## src/design/imufs_pkg.sv

```systemverilog
// imufs_pkg: shared types and constants of the imu frame sync parser
// used by imufs_check, imu_frame_sync_parser and imufs_checker; no dependencies
`timescale 1ns / 1ps

package imufs_pkg;

  // frame layout
  localparam int unsigned FRAME_LEN = 11;
  localparam int unsigned HIST_LEN  = FRAME_LEN - 1;
  localparam logic [3:0]  FILL_FULL = 4'(FRAME_LEN);

  // register map: index taken from paddr[3:2]
  localparam int unsigned ADDR_W = 4;
  localparam logic [1:0] REG_HEADER = 2'd0;
  localparam logic [1:0] REG_RATE   = 2'd1;
  localparam logic [1:0] REG_ANGLE  = 2'd2;

  // register reset values
  localparam logic [7:0] HEADER_RST = 8'h55;
  localparam logic [7:0] RATE_RST   = 8'h52;
  localparam logic [7:0] ANGLE_RST  = 8'h53;

  // frame kind codes
  localparam logic KIND_RATE  = 1'b0;
  localparam logic KIND_ANGLE = 1'b1;

  typedef logic [7:0] byte_t;

  // configuration seen by the checker
  typedef struct packed {
    byte_t header_code;
    byte_t rate_type_code;
    byte_t angle_type_code;
  } cfg_t;

  // one decoded frame
  typedef struct packed {
    logic               frame_kind;
    logic signed [15:0] axis_x;
    logic signed [15:0] axis_y;
    logic signed [15:0] axis_z;
  } result_t;

  // verdict on the candidate frame
  typedef struct packed {
    logic match;  // header and checksum good, frame consumed
    logic emit;   // known type, a result beat follows
  } verdict_t;

endpackage

```

## src/design/imufs_check.sv

```systemverilog
// imufs_check: header, checksum and type test of one candidate frame
// depends on imufs_pkg
`timescale 1ns / 1ps

module imufs_check import imufs_pkg::*; (
  input  byte_t    hist [HIST_LEN],
  input  byte_t    newest,
  input  logic     full,
  input  cfg_t     cfg,
  output verdict_t verdict,
  output result_t  result
);

  logic [7:0] sum_a;
  logic [7:0] sum_b;
  logic [7:0] sum;
  byte_t      type_byte;
  logic       is_rate;
  logic       is_angle;

  // modulo-256 checksum over the ten oldest bytes, as a shallow tree
  assign sum_a = (hist[0] + hist[1]) + (hist[2] + hist[3]) + hist[4];
  assign sum_b = (hist[5] + hist[6]) + (hist[7] + hist[8]) + hist[9];
  assign sum   = sum_a + sum_b;

  // type decode, rate wins when both codes are equal
  assign type_byte = hist[1];
  assign is_rate   = (type_byte == cfg.rate_type_code);
  assign is_angle  = (type_byte == cfg.angle_type_code);

  assign verdict.match = full && (hist[0] == cfg.header_code) && (sum == newest);
  assign verdict.emit  = verdict.match && (is_rate || is_angle);

  // little-endian axes
  assign result.frame_kind = is_rate ? KIND_RATE : KIND_ANGLE;
  assign result.axis_x     = {hist[3], hist[2]};
  assign result.axis_y     = {hist[5], hist[4]};
  assign result.axis_z     = {hist[7], hist[6]};

endmodule

```

## src/design/imu_frame_sync_parser.sv

```systemverilog
// imu_frame_sync_parser: top level of the imu serial frame parser
// depends on imufs_pkg and imufs_check
`timescale 1ns / 1ps

// Usage
//   Input channel: one serial byte per beat (data_byte, chunk_end) with
//   in_valid / in_stall. A byte is taken at each edge with in_valid high and
//   in_stall low; one byte per cycle is sustained while in_stall stays low.
//   Output channel: one beat per decoded rate or angle frame (frame_kind,
//   axis_x, axis_y, axis_z) with out_valid / out_stall.
//   Result: a frame's result is registered at the edge that takes its
//   checksum byte, into the skid register if the result register is busy. The
//   ten previous bytes sit in a shift line; the eleventh is checked on the fly.
//   Stall: a two-entry output stage (result register plus skid register)
//   keeps bytes flowing while a result waits; in_stall rises only when
//   both entries hold a result.
//   Reset (rst, synchronous): clears the fill count and both output
//   entries and loads the default header 0x55, rate 0x52 and angle 0x53.
//   Configuration: APB-style, registers at byte address 0, 4 and 8, pready
//   always high; the user writes them only while idle, unchecked by the block.

module imu_frame_sync_parser import imufs_pkg::*; (
  input  logic                clk,
  input  logic                rst,
  // byte input channel
  input  logic                in_valid,
  output logic                in_stall,
  input  logic [7:0]          data_byte,
  input  logic                chunk_end,
  // result channel
  output logic                out_valid,
  input  logic                out_stall,
  output logic                frame_kind,
  output logic signed [15:0]  axis_x,
  output logic signed [15:0]  axis_y,
  output logic signed [15:0]  axis_z,
  // configuration port
  input  logic                psel,
  input  logic                penable,
  input  logic                pwrite,
  input  logic [ADDR_W-1:0]   paddr,
  input  logic [31:0]         pwdata,
  output logic [31:0]         prdata,
  output logic                pready
);

  cfg_t       cfg;
  byte_t      hist [HIST_LEN];
  logic [3:0] fill;
  logic [3:0] fill_inc;
  logic [3:0] fill_next;
  logic       take_in;
  logic       take_out;
  verdict_t   verdict;
  result_t    cand;
  result_t    out_res;
  result_t    skid_res;
  logic       skid_valid;
  logic       wr_en;

  assign pready = 1'b1;
  assign wr_en  = psel && penable && pwrite;

  // configuration registers
  always_ff @(posedge clk) begin
    if (rst) begin
      cfg.header_code     <= HEADER_RST;
      cfg.rate_type_code  <= RATE_RST;
      cfg.angle_type_code <= ANGLE_RST;
    end else if (wr_en) begin
      unique case (paddr[3:2])
        REG_HEADER: cfg.header_code     <= pwdata[7:0];
        REG_RATE:   cfg.rate_type_code  <= pwdata[7:0];
        REG_ANGLE:  cfg.angle_type_code <= pwdata[7:0];
        default: ;
      endcase
    end
  end

  // register read back
  always_comb begin
    unique case (paddr[3:2])
      REG_HEADER: prdata = {24'd0, cfg.header_code};
      REG_RATE:   prdata = {24'd0, cfg.rate_type_code};
      REG_ANGLE:  prdata = {24'd0, cfg.angle_type_code};
      default:    prdata = 32'd0;
    endcase
  end

  // handshakes
  assign in_stall = skid_valid;
  assign take_in  = in_valid && !skid_valid;
  assign take_out = out_valid && !out_stall;

  // frame test on the stored bytes plus the incoming one
  assign fill_inc = (fill < FILL_FULL) ? fill + 4'd1 : FILL_FULL;

  imufs_check u_check (
    .hist    (hist),
    .newest  (data_byte),
    .full    (fill_inc == FILL_FULL),
    .cfg     (cfg),
    .verdict (verdict),
    .result  (cand)
  );

  // fill count: cleared by a consumed frame or a chunk end
  always_comb begin
    fill_next = fill_inc;
    if (verdict.match || chunk_end) begin
      fill_next = 4'd0;
    end
  end

  always_ff @(posedge clk) begin
    if (rst) begin
      fill <= 4'd0;
    end else if (take_in) begin
      fill <= fill_next;
    end
  end

  // byte history shift line, entry 0 oldest
  always_ff @(posedge clk) begin
    if (take_in) begin
      for (int i = 0; i < HIST_LEN - 1; i++) begin
        hist[i] <= hist[i+1];
      end
      hist[HIST_LEN-1] <= data_byte;
    end
  end

  // output register and skid register
  always_ff @(posedge clk) begin
    if (rst) begin
      out_valid  <= 1'b0;
      skid_valid <= 1'b0;
    end else if (skid_valid) begin
      if (take_out) begin
        out_res    <= skid_res;
        skid_valid <= 1'b0;
      end
    end else if (take_in && verdict.emit) begin
      if (!out_valid || take_out) begin
        out_res   <= cand;
        out_valid <= 1'b1;
      end else begin
        skid_res   <= cand;
        skid_valid <= 1'b1;
      end
    end else if (take_out) begin
      out_valid <= 1'b0;
    end
  end

  assign frame_kind = out_res.frame_kind;
  assign axis_x     = out_res.axis_x;
  assign axis_y     = out_res.axis_y;
  assign axis_z     = out_res.axis_z;

endmodule

```

## config.mk

```make
export PLATFORM = sky130hd
export DESIGN_NAME = imu_frame_sync_parser
export DESIGN_NICKNAME = d
export VERILOG_FILES = /design/src/design/imufs_pkg.sv /design/src/design/imufs_check.sv /design/src/design/imu_frame_sync_parser.sv
export SDC_FILE = /design/constraint.sdc
export NUM_CORES = 1
export LEC_CHECK = 0
export ABC_AREA = 0
export BUFFER_PORTS_ARGS = -buffer_cell sky130_fd_sc_hd__buf_2
export CORE_MARGIN = 2
export CORE_UTILIZATION = 40
export DETAILED_ROUTE_END_ITERATION = 7
export REMOVE_ABC_BUFFERS = 1
export SYNTH_ARGS = -nofsm -noshare
export SYNTH_HDL_FRONTEND = slang
export SYNTH_SLANG_ARGS = --single-unit
```

## constraint.sdc

```tcl
create_clock -name clk -period 18 [get_ports clk]
set_input_delay 3.6 -clock clk [delete_from_list [all_inputs] [get_ports clk]]
set_output_delay 3.6 -clock clk [all_outputs]
set_load 0.01 [all_outputs]
```

==> impl_metrics.yaml <==
cells_and_area:
  drive_gt1_frac: 0.261
  nets: 815
  fill_cells: 2033
  area_growth_pct: 16.0
  multiInputGateArea_mm2: 0.00316
  stdcell_area_mm2: 0.0110
  final_util: 0.470
  seqCellArea_mm2: 0.00595
  num_antenna_cells: 0
clock_network:
  clock_latency_ns: 0.50
  cts_max_level: 1
  cts_buffer_depth: 3
  hold_buffers: 0
  post-cts-setup-buffer-count: 0
  ctsResizeCount: 0
  clock-sinks: 208
  cts_tree: "built"
  clkTransAtPathRegs_ns: 0.06
  cts_buffers: 24
  cts_root_buffer: "clkbuf_16"
sta:
  max-slew-margin-rel: 0.452
  min_period_ns: 8.33
  worst_slew_pin_slew_ns: 0.822
  whs_ns: 0.470
  final-setup-viol-count: 0
  tns_ns: 0
  setup_slack_ns: 9.68
  fin_skew_ns: 0.00934
  rsz0062_at_grt: "false"
  finalCritPeriodShare: 0.462
  hold_viol: 0
  drv_slew: 0
  fmax_mhz: 120
flow_run:
  max-cap-violations: 0
setup_path:
  cp.required_ns: 14.40
  timing.rr.end: "axis_y[12]"
  rrSetupSlack_ns: 11.46
  cpMostUsedCell: "buf_2"
  crit_buf_inv: 2
  crit_fanout: 15
  start_kind: "input port"
  path_depth: 5
  cp_top_family: "simple AND/OR/NAND/NOR gates"
  path_class: "input port to primary output"
  cpMaxStageDelayCell: "nor2b_1"
  reg2regPathDepth: 17
  max_stage_delay_ns: 0.53
  crit_arrival_ns: 4.73
  reg2reg_from: "hist[66]"
  crit_chain: "buf_2 -> nor2b_1 -> nand2_1 -> o21ai_0 -> buf_2"
  crit_path_end_kind: "primary output"
detailed_routing:
  num_vias: 4872
  wire_per_inst_um: 16.4
  routed_via_density: 4.69
  routed_wl_um: 17100
  drt_drc_violations_left: 0
  ant_nets: 0
  drtIter0Drc: 214
  dr.pass1.iters: 4
power_and_ir_drop:
  ir_worst_vdd_mv: 0.140
  p_leak_nw: 4.13
  p_per_area_mw_per_mm2: 136
floorplanning:
  initial_core_util: 0.406
  die_h_um: 158
  rows: 56
  num_io_pins: 136
  dieArea_mm2: 0.0249
  die_w_um: 158
  core_area_mm2: 0.0233
synthesis:
  syn_inst: 602
  yosys.area.top_type: "edfxtp_1"
  ys_ff_latch: 208
  synth_top_area_share: 0.565
  ys_warn_count: 0
  seq_area_frac_synth: 0.628
  synth.area.top_cells: "edfxtp_1 56%, fa_1 11%, dfxtp_1 6.3%"
  synth.avg_cell_area_um2: 15.7
  synth_cell_types: 42
  syn_area_mm2: 0.00946
  synthArstFlopShare: 0
  ys.flop_type: "edfxtp_1"
  synth-edff-count: 178
global_routing:
  grt_max_degree: 61
  antenna_found_initial: 1
  gr-total-overflow: 0
  grt_pass1_wl_um: 27600
  gr-usage-all-layers: 0.142
  first_global_vias: 5201
placement:
  place_congestion: 0.781
  hpwl_um: 11500
  postPlaceCellArea_mm2: 0.0102
  pre_cts_slack_ns: 9.68
  numPortBuffers: 84
worst_hold_path:
  min_to: "hist[16]"
  hold_class: "register to register"
  hold_start: "hist[8]"
  holdPathStages: 0
status:
  outcome: "complete, no violations"
[state kept, by name, indices dropped and copies added (netlist names)]
register    flops
axis_z         16
axis_x         16
cfg            24
axis_y         16
out_valid       1
skid_res       49
in_stall        1
hist           80
fill            4
frame_kind      1
[worst max-delay path by stage]
stage                  from          end  slack (ns)
2_1_floorplan  data_byte[7]  skid_res[0]        7.85
3_3_place_gp       paddr[2]    prdata[5]        9.74
3_5_place_dp       paddr[2]    prdata[3]        9.68
4_1_cts            paddr[2]    prdata[3]        9.68
5_1_grt            paddr[2]    prdata[3]        9.55
6_report           paddr[2]    prdata[3]        9.68
[layer usage]
metal,vias up,track usage,share of wire
met5,-,0,0.00065
met4,2,0.0385,0.021
met3,34,0.0246,0.053
met2,124,0.242,0.49
met1,2442,0.188,0.43
li1,2270,-,-
[logic make-up after synthesis]
group	synth area share
compound gates	0.0299
xor+xnor	0.0513
fa+ha+maj	0.122
buf+inv	0.0480
flops	0.628
other cells	0.000794
simple gates	0.0395
mux	0.0805
[cell type report]
class | instances | share of cell area
Clock inverter | 13 | 0.0135
Multi-Input combinational cell | 321 | 0.288
Clock buffer | 31 | 0.0591
Tap cell | 319 | 0.0364
Sequential cell | 208 | 0.542
Timing Repair Buffer | 90 | 0.0424
Inverter | 56 | 0.0192
[worst register-to-register path: cells and delay by family (launching register included)]
family / cells / cell delay, ns
buffers and inverters: 4 / 0.74
xor gates and xnor gates: 1 / 0.14
adders and majority gates: 6 / 3.04
DFF: 1 / 0.53
and+or+nand+nor: 4 / 1.31
AOI/OAI and AO/OA: 2 / 0.38
[cell usage after synthesis (all sizes together), types with 4 or more instances]
master / count
mux2i: 21
edfxtp: 178
nor3: 5
nor2: 18
mux2: 49
nor4: 7
inv: 56
nor2b: 11
xnor2: 29
fa: 50
o21ai: 14
xor2: 22
buf: 26
nand2: 17
ha: 12
dfxtp: 30
a211o: 11
a21oi: 4
clkbuf: 14
[power by group]
| group | total [mW] | internal (mW) | switching (mW) |
|---|---|---|---|
| Sequential | 0.551 | 0.537 | 0.0136 |
| Clock | 0.485 | 0.298 | 0.187 |
| Combinational | 0.460 | 0.230 | 0.230 |
| Total | 1.50 | 1.07 | 0.430 |
[placed cells by master, fill, tap and decap left out, types with 3 or more instances in the layout]
cell and count:
mux2_2 49, nand3_1 3, nor3_1 4, dfxtp_1 29, nor2b_1 11, buf_4 6, edfxtp_1 178, and3_1 3
buf_2 84, clkinv_2 6, a21oi_1 4, bufinv_16 3, o21ai_0 14, clkbuf_1 6, nand2_1 17, nand2b_1 3
nor2_1 18, mux2i_1 21, xnor2_1 27, conb_1 25, inv_1 55, xor2_1 22, nor4_1 5, a211o_1 11
clkbuf_16 25, ha_1 12, fa_1 50
[per-stage QoR]
step	instances	power [mW]
2_1_floorplan	585	0.942
3_5_place_dp	994	1.03
4_1_cts	1038	1.52
3_3_place_gp	994	1.01
5_1_grt	1038	1.60
6_report	1038	1.50
Power figures use the tool's default switching activity.
